$ cat src/hw/rtl/pat_pkg.sv
// Shared constants, codes and word types for the positional array table.
`default_nettype none

package pat_pkg;

    // Table geometry
    localparam int DEPTH = 64;
    localparam int WIDTH = 32;
    localparam int AW    = $clog2(DEPTH);
    localparam int CW    = $clog2(DEPTH + 1);

    // Fixed field widths of the channel words
    localparam int OP_W   = 3;
    localparam int VAL_W  = 32;
    localparam int POS_W  = 7;
    localparam int ST_W   = 3;
    localparam int IDX_W  = 6;
    localparam int FILL_W = 7;

    // Common width for position vs. count compares
    localparam int XW = (CW > POS_W) ? CW : POS_W;

    typedef enum logic [OP_W-1:0] {
        OP_INSERT   = 3'd0,
        OP_DELETE   = 3'd1,
        OP_LSEARCH  = 3'd2,
        OP_BSEARCH  = 3'd3,
        OP_TRAVERSE = 3'd4
    } op_t;

    typedef enum logic [ST_W-1:0] {
        ST_OK        = 3'd0,
        ST_BAD_POS   = 3'd1,
        ST_FULL      = 3'd2,
        ST_NOT_FOUND = 3'd3,
        ST_EMPTY     = 3'd4
    } status_t;

    typedef struct packed {
        op_t                     op;
        logic signed [VAL_W-1:0] value;
        logic [POS_W-1:0]        position;
    } in_word_t;

    typedef struct packed {
        status_t                 status;
        logic [IDX_W-1:0]        index;
        logic signed [VAL_W-1:0] entry_value;
        logic [FILL_W-1:0]       fill;
        logic                    last;
    } out_word_t;

    // Table memory access from the sequencer
    typedef struct packed {
        logic             we;
        logic [AW-1:0]    waddr;
        logic [WIDTH-1:0] wdata;
        logic             re;
        logic [AW-1:0]    raddr;
    } ram_req_t;

    // Compare unit result: stored entry vs. key
    typedef struct packed {
        logic eq;
        logic lt;
    } cmp_t;

endpackage

`default_nettype wire

$ cat src/hw/rtl/positional_array_table_top.sv
// Positional array table: top level joining sequencer, compare unit and table RAM.
//
// Usage:
//   Input channel s_valid/s_ready/s_data carries one request word: op, value, position.
//   Result channel m_valid/m_ready/m_data returns status, index, entry_value, fill, last.
//   Every request gives one result word, except traverse, which gives one word per
//   stored entry (last set on the final one); ops 5 to 7 are taken and dropped.
// Insert and delete shift the tail of the table from position one slot up or down;
// linear search reads from index 0 upward; binary search reads one midpoint per probe;
// traverse reads each stored entry in turn.
// The limit is the single RAM read port: a shift moves and a linear scan examines one entry per cycle.
// One request at a time: s_ready is high only while the sequencer is idle. The output
// register lets the next request in while the last result word still waits.
// Reset (aresetn low, synchronous) empties the table (count zero) and drops any
// pending result word; the RAM contents are not cleared and need no clearing pass.
// A stalled receiver (m_ready low) holds the result word; traverse waits at every output
// step and all other ops wait at their final step until the output register frees.
`default_nettype none

module positional_array_table_top
    import pat_pkg::*;
(
    input  wire logic     aclk,
    input  wire logic     aresetn,
    input  wire logic     s_valid,
    output logic          s_ready,
    input  wire in_word_t s_data,
    output logic          m_valid,
    input  wire logic     m_ready,
    output out_word_t     m_data
);

    ram_req_t         ram_req;
    logic [WIDTH-1:0] ram_rdata;
    logic [WIDTH-1:0] cmp_key;
    cmp_t             cmp_res;

    // Sequencer: decodes requests, walks the table, owns the output register
    pat_seq u_seq (
        .aclk      (aclk),
        .aresetn   (aresetn),
        .s_valid   (s_valid),
        .s_ready   (s_ready),
        .s_data    (s_data),
        .m_valid   (m_valid),
        .m_ready   (m_ready),
        .m_data    (m_data),
        .ram_req   (ram_req),
        .ram_rdata (ram_rdata),
        .cmp_key   (cmp_key),
        .cmp_res   (cmp_res)
    );

    // Shared compare: every search step checks the word on the read port
    pat_cmp u_cmp (
        .entry (ram_rdata),
        .key   (cmp_key),
        .res   (cmp_res)
    );

    // Table storage, DEPTH entries of WIDTH bits
    pat_ram #(
        .DATA_W (WIDTH),
        .DEPTH  (DEPTH)
    ) u_ram (
        .aclk  (aclk),
        .we    (ram_req.we),
        .waddr (ram_req.waddr),
        .wdata (ram_req.wdata),
        .re    (ram_req.re),
        .raddr (ram_req.raddr),
        .rdata (ram_rdata)
    );

endmodule

`default_nettype wire

$ cat src/hw/rtl/pat_ram.sv
// Generic simple dual-port RAM, one write and one registered read port.
`default_nettype none

module pat_ram #(
    parameter int DATA_W = 32,
    parameter int DEPTH  = 64
) (
    input  wire logic                     aclk,
    input  wire logic                     we,
    input  wire logic [$clog2(DEPTH)-1:0] waddr,
    input  wire logic [DATA_W-1:0]        wdata,
    input  wire logic                     re,
    input  wire logic [$clog2(DEPTH)-1:0] raddr,
    output logic      [DATA_W-1:0]        rdata
);

    logic [DATA_W-1:0] mem [DEPTH];
    logic [DATA_W-1:0] rdata_reg;

    always_ff @(posedge aclk) begin
        if (we) begin
            mem[waddr] <= wdata;
        end
        if (re) begin
            rdata_reg <= mem[raddr];
        end
    end

    assign rdata = rdata_reg;

endmodule

`default_nettype wire

$ cat src/hw/rtl/pat_cmp.sv
// Shared compare unit: stored entry against the request key, signed order.
`default_nettype none

module pat_cmp
    import pat_pkg::*;
(
    input  wire logic [WIDTH-1:0] entry,
    input  wire logic [WIDTH-1:0] key,
    output cmp_t                  res
);

    always_comb begin
        res.eq = (entry == key);
        res.lt = ($signed(entry) < $signed(key));
    end

endmodule

`default_nettype wire

$ cat src/hw/rtl/pat_seq.sv
// Request sequencer: shift, scan, halving search and traverse over the table RAM.
`default_nettype none

module pat_seq
    import pat_pkg::*;
(
    input  wire logic             aclk,
    input  wire logic             aresetn,
    input  wire logic             s_valid,
    output logic                  s_ready,
    input  wire in_word_t         s_data,
    output logic                  m_valid,
    input  wire logic             m_ready,
    output out_word_t             m_data,
    output ram_req_t              ram_req,
    input  wire logic [WIDTH-1:0] ram_rdata,
    output logic [WIDTH-1:0]      cmp_key,
    input  wire cmp_t             cmp_res
);

    typedef enum logic [12:0] {
        S_IDLE      = 13'b0000000000001,
        S_INS_SHIFT = 13'b0000000000010,
        S_INS_PUT   = 13'b0000000000100,
        S_DEL_GET   = 13'b0000000001000,
        S_DEL_CAP   = 13'b0000000010000,
        S_DEL_SHIFT = 13'b0000000100000,
        S_LIN_SCAN  = 13'b0000001000000,
        S_BIN_RD    = 13'b0000010000000,
        S_BIN_CMP   = 13'b0000100000000,
        S_TRV_RD    = 13'b0001000000000,
        S_TRV_OUT   = 13'b0010000000000,
        S_EMIT      = 13'b0100000000000,
        S_SPARE     = 13'b1000000000000
    } state_t;

    typedef logic signed [CW:0] sidx_t;

    state_t           state_reg, state_next;
    logic [WIDTH-1:0] key_reg, key_next;
    logic [CW-1:0]    pos_reg, pos_next;
    logic [CW-1:0]    cnt_reg, cnt_next;
    logic [CW-1:0]    ptr_reg, ptr_next;
    logic [AW-1:0]    wa_reg, wa_next;
    logic             pend_reg, pend_next;
    sidx_t            lo_reg, lo_next;
    sidx_t            hi_reg, hi_next;
    logic [CW-1:0]    mid_reg, mid_next;
    out_word_t        res_reg, res_next;
    out_word_t        out_reg, out_next;
    logic             out_valid_reg, out_valid_next;

    logic          out_free;
    logic          out_load;
    out_word_t     out_word;
    logic [XW-1:0] pos_x, cnt_x;
    logic [CW-1:0] ptr_m1, ptr_p1;
    logic [CW:0]   mid_sum;
    logic [CW-1:0] mid;
    logic          trv_last;

    function automatic out_word_t err_word(status_t st, logic [CW-1:0] cnt);
        out_word_t w;
        w.status      = st;
        w.index       = '0;
        w.entry_value = '0;
        w.fill        = FILL_W'(cnt);
        w.last        = 1'b1;
        return w;
    endfunction

    function automatic out_word_t ok_word(logic [CW-1:0] idx, logic [WIDTH-1:0] val,
                                          logic [CW-1:0] cnt, logic last);
        out_word_t w;
        w.status      = ST_OK;
        w.index       = IDX_W'(idx);
        w.entry_value = VAL_W'(val);
        w.fill        = FILL_W'(cnt);
        w.last        = last;
        return w;
    endfunction

    assign out_free = !out_valid_reg || m_ready;
    assign s_ready  = (state_reg == S_IDLE);
    assign m_valid  = out_valid_reg;
    assign m_data   = out_reg;
    assign cmp_key  = key_reg;

    assign pos_x    = XW'(s_data.position);
    assign cnt_x    = XW'(cnt_reg);
    assign ptr_m1   = ptr_reg - CW'(1);
    assign ptr_p1   = ptr_reg + CW'(1);
    assign mid_sum  = {1'b0, lo_reg[CW-1:0]} + {1'b0, hi_reg[CW-1:0]};
    assign mid      = mid_sum[CW:1];
    assign trv_last = (ptr_p1 == cnt_reg);

    always_comb begin
        state_next = state_reg;
        key_next   = key_reg;
        pos_next   = pos_reg;
        cnt_next   = cnt_reg;
        ptr_next   = ptr_reg;
        wa_next    = wa_reg;
        pend_next  = pend_reg;
        lo_next    = lo_reg;
        hi_next    = hi_reg;
        mid_next   = mid_reg;
        res_next   = res_reg;
        out_load   = 1'b0;
        out_word   = res_reg;

        ram_req.we    = 1'b0;
        ram_req.waddr = wa_reg;
        ram_req.wdata = ram_rdata;
        ram_req.re    = 1'b0;
        ram_req.raddr = ptr_reg[AW-1:0];

        unique case (state_reg)
            S_IDLE: begin
                if (s_valid) begin
                    key_next  = WIDTH'(s_data.value);
                    pos_next  = CW'(s_data.position);
                    pend_next = 1'b0;
                    unique case (s_data.op)
                        OP_INSERT: begin
                            if (pos_x > cnt_x) begin
                                res_next   = err_word(ST_BAD_POS, cnt_reg);
                                state_next = S_EMIT;
                            end else if (cnt_reg == CW'(DEPTH)) begin
                                res_next   = err_word(ST_FULL, cnt_reg);
                                state_next = S_EMIT;
                            end else begin
                                ptr_next   = cnt_reg;
                                state_next = S_INS_SHIFT;
                            end
                        end
                        OP_DELETE: begin
                            if (pos_x >= cnt_x) begin
                                res_next   = err_word(ST_BAD_POS, cnt_reg);
                                state_next = S_EMIT;
                            end else begin
                                state_next = S_DEL_GET;
                            end
                        end
                        OP_LSEARCH: begin
                            ptr_next   = '0;
                            state_next = S_LIN_SCAN;
                        end
                        OP_BSEARCH: begin
                            lo_next    = '0;
                            hi_next    = sidx_t'($signed({1'b0, cnt_reg}) - sidx_t'(1));
                            state_next = S_BIN_RD;
                        end
                        OP_TRAVERSE: begin
                            if (cnt_reg == '0) begin
                                res_next   = err_word(ST_EMPTY, cnt_reg);
                                state_next = S_EMIT;
                            end else begin
                                ptr_next   = '0;
                                state_next = S_TRV_RD;
                            end
                        end
                        default: begin
                            // unknown op: dropped, no result
                            state_next = S_IDLE;
                        end
                    endcase
                end
            end

            // read ptr-1 while writing the previous word one slot up
            S_INS_SHIFT: begin
                ram_req.we = pend_reg;
                if (ptr_reg > pos_reg) begin
                    ram_req.re    = 1'b1;
                    ram_req.raddr = ptr_m1[AW-1:0];
                    wa_next       = ptr_reg[AW-1:0];
                    ptr_next      = ptr_m1;
                    pend_next     = 1'b1;
                end else begin
                    pend_next  = 1'b0;
                    state_next = S_INS_PUT;
                end
            end

            S_INS_PUT: begin
                ram_req.we    = 1'b1;
                ram_req.waddr = pos_reg[AW-1:0];
                ram_req.wdata = key_reg;
                cnt_next      = cnt_reg + CW'(1);
                res_next      = ok_word(pos_reg, key_reg, cnt_reg + CW'(1), 1'b1);
                state_next    = S_EMIT;
            end

            S_DEL_GET: begin
                ram_req.re    = 1'b1;
                ram_req.raddr = pos_reg[AW-1:0];
                ptr_next      = pos_reg;
                state_next    = S_DEL_CAP;
            end

            S_DEL_CAP: begin
                res_next   = ok_word(pos_reg, ram_rdata, cnt_reg - CW'(1), 1'b1);
                state_next = S_DEL_SHIFT;
            end

            // read ptr+1 while writing the previous word one slot down
            S_DEL_SHIFT: begin
                ram_req.we = pend_reg;
                if (ptr_p1 < cnt_reg) begin
                    ram_req.re    = 1'b1;
                    ram_req.raddr = ptr_p1[AW-1:0];
                    wa_next       = ptr_reg[AW-1:0];
                    ptr_next      = ptr_p1;
                    pend_next     = 1'b1;
                end else begin
                    pend_next  = 1'b0;
                    cnt_next   = cnt_reg - CW'(1);
                    state_next = S_EMIT;
                end
            end

            // wa_reg holds the address of the word now on the read port
            S_LIN_SCAN: begin
                if (pend_reg && cmp_res.eq) begin
                    pend_next  = 1'b0;
                    res_next   = ok_word(CW'(wa_reg), key_reg, cnt_reg, 1'b1);
                    state_next = S_EMIT;
                end else if (ptr_reg < cnt_reg) begin
                    ram_req.re    = 1'b1;
                    ram_req.raddr = ptr_reg[AW-1:0];
                    wa_next       = ptr_reg[AW-1:0];
                    ptr_next      = ptr_p1;
                    pend_next     = 1'b1;
                end else begin
                    pend_next  = 1'b0;
                    res_next   = err_word(ST_NOT_FOUND, cnt_reg);
                    state_next = S_EMIT;
                end
            end

            S_BIN_RD: begin
                if (lo_reg <= hi_reg) begin
                    ram_req.re    = 1'b1;
                    ram_req.raddr = mid[AW-1:0];
                    mid_next      = mid;
                    state_next    = S_BIN_CMP;
                end else begin
                    res_next   = err_word(ST_NOT_FOUND, cnt_reg);
                    state_next = S_EMIT;
                end
            end

            S_BIN_CMP: begin
                if (cmp_res.eq) begin
                    res_next   = ok_word(mid_reg, key_reg, cnt_reg, 1'b1);
                    state_next = S_EMIT;
                end else if (cmp_res.lt) begin
                    lo_next    = sidx_t'({1'b0, mid_reg}) + sidx_t'(1);
                    state_next = S_BIN_RD;
                end else begin
                    hi_next    = sidx_t'({1'b0, mid_reg}) - sidx_t'(1);
                    state_next = S_BIN_RD;
                end
            end

            S_TRV_RD: begin
                ram_req.re = 1'b1;
                state_next = S_TRV_OUT;
            end

            // read data holds on the RAM port until the output slot frees
            S_TRV_OUT: begin
                if (out_free) begin
                    out_load   = 1'b1;
                    out_word   = ok_word(ptr_reg, ram_rdata, cnt_reg, trv_last);
                    ptr_next   = ptr_p1;
                    state_next = trv_last ? S_IDLE : S_TRV_RD;
                end
            end

            S_EMIT: begin
                if (out_free) begin
                    out_load   = 1'b1;
                    state_next = S_IDLE;
                end
            end

            default: begin
                state_next = S_IDLE;
            end
        endcase
    end

    always_comb begin
        out_next       = out_reg;
        out_valid_next = out_valid_reg;
        if (out_load) begin
            out_next       = out_word;
            out_valid_next = 1'b1;
        end else if (m_ready) begin
            out_valid_next = 1'b0;
        end
    end

    always_ff @(posedge aclk) begin
        if (!aresetn) begin
            state_reg     <= S_IDLE;
            cnt_reg       <= '0;
            pend_reg      <= 1'b0;
            out_valid_reg <= 1'b0;
        end else begin
            state_reg     <= state_next;
            cnt_reg       <= cnt_next;
            pend_reg      <= pend_next;
            out_valid_reg <= out_valid_next;
        end
    end

    always_ff @(posedge aclk) begin
        key_reg <= key_next;
        pos_reg <= pos_next;
        ptr_reg <= ptr_next;
        wa_reg  <= wa_next;
        lo_reg  <= lo_next;
        hi_reg  <= hi_next;
        mid_reg <= mid_next;
        res_reg <= res_next;
        out_reg <= out_next;
    end

endmodule

`default_nettype wire

$ cat config.mk
export PLATFORM = sky130hd
export DESIGN_NAME = positional_array_table_top
export DESIGN_NICKNAME = d
export VERILOG_FILES = /design/src/hw/rtl/pat_pkg.sv /design/src/hw/rtl/positional_array_table_top.sv /design/src/hw/rtl/pat_ram.sv /design/src/hw/rtl/pat_cmp.sv /design/src/hw/rtl/pat_seq.sv
export SDC_FILE = /design/constraint.sdc
export NUM_CORES = 2
export LEC_CHECK = 0
export CAP_MARGIN = 5
export CORE_ASPECT_RATIO = 1.4
export CORE_MARGIN = 1.5
export CORE_UTILIZATION = 50
export CTS_CLUSTER_DIAMETER = 40
export DETAILED_ROUTE_END_ITERATION = 7
export DONT_BUFFER_PORTS = 1
export SLEW_MARGIN = 10
export SYNTH_ARGS = -nofsm -noshare
export SYNTH_HDL_FRONTEND = slang
export SYNTH_SLANG_ARGS = --single-unit
$ cat constraint.sdc
create_clock -name aclk -period 9.6 [get_ports aclk]
set_input_delay 0.48 -clock aclk [delete_from_list [all_inputs] [get_ports aclk]]
set_output_delay 0.48 -clock aclk [all_outputs]
set_load 0.01 [all_outputs]
---- Yosys cells after proc, flatten, opt, wreduce, memory -nomap -nowiden ----
Memory sizes are Yosys's and may differ from the RTL's. A register that Yosys moved wholly into a read port is not among the register bits.
Index checks and enable logic that the tools add are counted.
operators by class
  add/subtract/negate cells ............... 8
  $lt $le $gt $ge ......................... 7
  equal/unequal tests ..................... 43
  mux-type cells .......................... 78
  reduce and logical (&&, ||, !) cells .... 25
operators by type and width
  cell                   count
  $mux W49               11
  $pmux W49 S6           1
  $pmux W13 S12          1
  $pmux W49 S3           1
  $mux W7                15
  $mux W13               8
  $pmux W13 S5           1
  $mux W8                8
  $mux W12               5
  $pmux W7 S6            1
  $mux W38               1
  $eq A32 B32 Y1         1
  $lt A32 B32 Y1         1
  $pmux W8 S2            2
  $pmux W6 S5            1
  $mux W6                4
  $pmux W7 S3            1
  $pmux W6 S3            1
  $ne A2 B2 Y1 const B   8
  $sub A7 B1 Y8 const B  2
  $reduce_and A5 Y1      3
  $add A7 B1 Y7 const B  2
  $gt A7 B7 Y1           2
  $lt A7 B7 Y1           2
  47 further kinds       78
word-level totals
  register bits after elaboration ......... 195
  bits in writable memories ............... 2048
  input port bits ......................... 46
  output and inout bits ................... 51
  word-level logic and storage cells ...... 183
  memories ................................ 1
memories
  memory     words  width  read ports  clocked after Yosys merged registers in  write ports  line           source
  u_ram.mem  64     32     1           1                                        1            pat_ram.sv:17  logic [DATA_W-1:0] mem [DEPTH];

---- Depth between registers and ports, before layout ----
  depth in word-level cells ............... 6
  mapped depth ............................ 20
  mapped depth without buffers ............ 15

---- Hierarchy ----
Synthesis repeated with hierarchy kept, for this count alone.
second synthesis, totals
  cells, all modules ...................... 4370
  area total of the unflattened synthesis .. 90050.1 sq um
modules (own cells, without submodules)
  module   times used  cells each  area an instance (sq um)
  pat_ram  1           3325        78883.2
  pat_seq  1           932         10346.2
  pat_cmp  1           113         820.8

---- Worst setup path after synthesis ----
No wires, ideal clock.
  kind .................................... reg-to-reg
  from .................................... register u_seq.state_reg[11]
  to ...................................... memory u_ram.mem[0][1], data pin
  setup time .............................. 702 ps
  data arrival time ....................... 4342 ps
  setup slack ............................. 4556 ps
  cell stages (with the launch flop) ...... 8
  period minus slack after synthesis ...... 5044 ps
  cell sequence ........................... dfxtp_1 > buf_2 > or4_4 > nor2_8 > nand3_1 > clkbuf_1 > clkbuf_1 > o21ai_0
RTL lines
  element                 line            source
  from (decl)             pat_seq.sv:39   state_t state_reg, state_next;
  from (signal assigned)  pat_seq.sv:313  state_reg <= state_next;
  to (decl)               pat_ram.sv:17

---- Worst setup path after layout ----
  from .................................... register u_seq.ptr_reg[3]
  to ...................................... register u_ram.rdata_reg[13] (netlist: u_ram.rdata[13]), read port of u_ram.mem, data pin
on the way
  word-level cells in the longest chain between the ends .. 4
  elaborated cells on any way between the ends .. 12
ends and longest elaborated chain
  element                                               line                            source
  from (decl)                                           pat_seq.sv:43                   logic [CW-1:0] ptr_reg, ptr_next;
  from (signal assigned)                                pat_seq.sv:323                  ptr_reg <= ptr_next;
  $add A7 B1 Y7 / $lt A7 B7 Y1 (equally long branches)  pat_seq.sv:92, pat_seq.sv:229
  $lt A7 B7 Y1 / $mux W7 (equally long branches)        pat_seq.sv:210, pat_seq.sv:229
  $mux W7 (on tied branches)                            pat_seq.sv:210, pat_seq.sv:225
  $pmux W6 S5 / $pmux W1 S5 (equally long branches)     pat_seq.sv:118                  unique case (state_reg)
  to (decl)                                             pat_ram.sv:18                   logic [DATA_W-1:0] rdata_reg;
Several ways; a longest one is shown, not always the timed one.
A chain may end at the register's enable or synchronous reset.

==> impl_metrics.env <==
export IMPL_syn2layout_area_growth_pct=12.1
export IMPL_combPwrFrac=0.038
export IMPL_cts_resized=0
export IMPL_dpl_cell_area_um2=95000
export IMPL_yosysTopAreaCellShare=0.739
export IMPL_synth_area_leaders="edfxtp_1, nand2_1, a21oi_1"
export IMPL_worstPathMaxFanout=161
export IMPL_status="finished clean"
export IMPL_hold_buffers=48
export IMPL_synthFlopType="edfxtp_1"
export IMPL_hpwl_um=142000
export IMPL_start_util=0.503
export IMPL_ys_seq_area_frac=0.744
export IMPL_critPathTopFamily="compound AO/OA/AOI/OAI gates"
export IMPL_slowest_stage="edfxtp_1"
export IMPL_reg2reg_slack_ns=3.43
export IMPL_p_leak_nw=34.1
export IMPL_rsz0062_at_grt="no"
export IMPL_clock_root_buffer="clkbuf_16"
export IMPL_dieHeight_um=509
export IMPL_antenna_found_initial=3
export IMPL_die_area_um2=186000
export IMPL_viasPerCell=6.21
export IMPL_cts_sinks=2273
export IMPL_synth_cell_types=80
export IMPL_dr_pass1_iters=6
export IMPL_yosysTopAreaCell="edfxtp_1"
export IMPL_cpPeakStageDelay_ns=0.75
export IMPL_gp_congestion=0.925
export IMPL_yosysWarningCount=0
export IMPL_placementRows=185
export IMPL_holdPathStages=4
export IMPL_p_per_area_nw_per_um2=197
export IMPL_hp_start="s_data[40]"
export IMPL_finalPower_mw=20.2
export IMPL_clk_pin_slew_ns=0.07
export IMPL_clock_fmax_ghz=0.162
export IMPL_wl_per_cell_um=28.9
export IMPL_cap_violations=0
export IMPL_fin_tns_setup_ns=0
export IMPL_grtUsageTotal=0.287
export IMPL_htree_levels=4
export IMPL_yosys_top_cells_count="edfxtp_1, nand2_1, a21oi_1, nand3_1, a31oi_1"
export IMPL_reg2reg_depth=16
export IMPL_slew_headroom=0.104
export IMPL_netlist_instances=6679
export IMPL_cts_tree="built"
export IMPL_ir_worst_vdd_v=0.000198
export IMPL_critPathLaunchType="register"
export IMPL_clkLatencyLatePin_ns=0.87
export IMPL_finalSetupViolCount=0
export IMPL_drive_gt1_frac=0.0996
export IMPL_synth_most_common_cell="edfxtp_1"
export IMPL_die_width_um=365
export IMPL_routed_wl_um=269000
export IMPL_drt_iter0_markers=7510
export IMPL_min_to="u_seq.state_reg[7]"
export IMPL_coreArea_um2=182000
export IMPL_crit_type="reg -> reg"
export IMPL_cts_buffer_depth=3
export IMPL_synth_edff_count=2252
export IMPL_drc=0
export IMPL_post_cts_buffers=0
export IMPL_syn_num_nets=6808
export IMPL_power_switching_mw=4.39
export IMPL_synth_area_um2=91500
export IMPL_ant_nets=0
export IMPL_arrival_ns=6.77
export IMPL_layout_min_cycle_time_ns=6.17
export IMPL_dpl_cell_count=8858
export IMPL_grt_max_degree=168
export IMPL_postLayoutCellArea_um2=103000
export IMPL_fin_skew_ns=0.0425
export IMPL_finalCritPeriodShare=0.643
export IMPL_clock_power_share=0.425
export IMPL_largest_reg_flops=2048
export IMPL_slew_viol_final=0
export IMPL_grt_pass1_wl_um=386000
export IMPL_timing_critical_path_buf_inv=1
export IMPL_synth_seq_cells=2273
export IMPL_seqPwrFrac=0.537
export IMPL_intPower_mw=15.8
export IMPL_final_cells=9309
export IMPL_grt_pass1_vias=55500
export IMPL_hold_worst_slack_ns=0.0828
export IMPL_hp_class="in -> reg"
export IMPL_cp_end_kind="register"
export IMPL_syn_avg_cell_area_um2=13.7
export IMPL_nets=6818
export IMPL_port_buffer_count=0
export IMPL_regToRegEndpoint="u_ram.rdata[13]"
export IMPL_required_ns=10.19
export IMPL_p_sw_frac=0.217
export IMPL_async_reset_ff_frac=0
export IMPL_path_cells="and3_1 -> nand3_1 -> xnor2_1 -> ha_1 -> o21ai_0 -> o21bai_1 -> nor2_1 -> a2bb2oi_1 -> nand4_1 -> nand2_8 -> buf_12 -> mux2i_1 -> a32oi_1 -> a31oi_1 -> a22o_1 -> a211oi_2"
export IMPL_worst_pin_slew_ns=1.33
export IMPL_r2r_start="u_seq.ptr_reg[3]"
export IMPL_grt_overflow=0
export IMPL_numCtsBuffers=212
export IMPL_io_pins=97
export IMPL_num_vias=57800
export IMPL_hold_viol=0
==> cell usage in the layout, fill, tap and decap left out, types with 70 or more instances in the layout <==
| master | count |
|---|---|
| a31oi_1 | 267 |
| a32oi_1 | 210 |
| a21oi_1 | 487 |
| clkbuf_16 | 214 |
| edfxtp_1 | 2252 |
| inv_1 | 70 |
| buf_4 | 139 |
| nand2_1 | 1753 |
| nand3_1 | 342 |
| ha_1 | 82 |
| mux2i_1 | 95 |
==> per-layer routing <==
metal | part of all wire | vias up | global-route usage
li1 | - | 25100 | -
met1 | 0.39 | 29400 | 0.382
met2 | 0.49 | 2732 | 0.478
met3 | 0.078 | 554 | 0.0411
met4 | 0.040 | 4 | 0.114
met5 | 0.000093 | - | 0
==> power by group through the flow <==
| stage | combinational [mW] | clock [mW] | sequential, mW |
|---|---|---|---|
| after floorplan | 0.501 | 0 | 11.0 |
| after global placement | 0.744 | 0 | 11.1 |
| after detailed placement | 0.752 | 0 | 11.1 |
| after CTS | 0.773 | 8.66 | 10.8 |
| after global routing | 0.839 | 9.03 | 10.8 |
| final | 0.778 | 8.59 | 10.8 |
==> stage by stage <==
| stage | util | setup slack [ns] |
|---|---|---|
| after global routing | 0.564 | 3.11 |
| after detailed placement | 0.523 | 3.57 |
| after CTS | 0.564 | 3.58 |
| final | 0.564 | 3.43 |
| after global placement | 0.523 | 3.59 |
| after floorplan | - | 4.56 |
==> logic make-up after synthesis <==
kind of cell,share of synthesized area
flops,0.744
xor+xnor,0.00316
fa+ha+maj,0.0114
buf+inv,0.0244
simple gates,0.109
compound gates,0.0930
mux,0.0148
==> worst register-to-register path, stage by stage, from the launching register on <==
cell       delay [ns]
edfxtp_1         0.75
and3_1           0.27
nand3_1          0.09
xnor2_1          0.29
ha_1             0.30
o21ai_0          0.24
o21bai_1         0.14
nor2_1           0.13
a2bb2oi_1        0.54
nand4_1          0.40
nand2_8          0.66
buf_12           0.66
mux2i_1          0.53
a32oi_1          0.09
a31oi_1          0.32
a22o_1           0.43
a211oi_2         0.08
==> area by class of cell <==
type | count | area (um2)
Fill cell | 14300 | 79200
Sequential cell | 2273 | 68000
Multi-Input combinational cell | 3924 | 22200
Clock buffer | 257 | 5520
Tap cell | 2431 | 3040
Timing Repair Buffer | 206 | 1900
Clock inverter | 145 | 1570
Inverter | 72 | 270
Antenna cell | 1 | 2.50
==> worst max-delay path by stage <==
| stage | start | to | slack [ns] | cells after the start |
|---|---|---|---|---|
| 2_1_floorplan | u_seq.state_reg[11] | u_ram.mem[0][1] | 4.56 | 7 |
| 3_3_place_gp | u_seq.ptr_reg[3] | u_ram.rdata[9] | 3.59 | 17 |
| 3_5_place_dp | u_seq.ptr_reg[1] | u_ram.rdata[9] | 3.57 | 17 |
| 4_1_cts | u_seq.ptr_reg[3] | u_ram.rdata[9] | 3.58 | 17 |
| 5_1_grt | u_seq.ptr_reg[1] | u_ram.rdata[9] | 3.11 | 17 |
| 6_report | u_seq.ptr_reg[3] | u_ram.rdata[13] | 3.43 | 16 |
(Power assumes the default switching activity.)
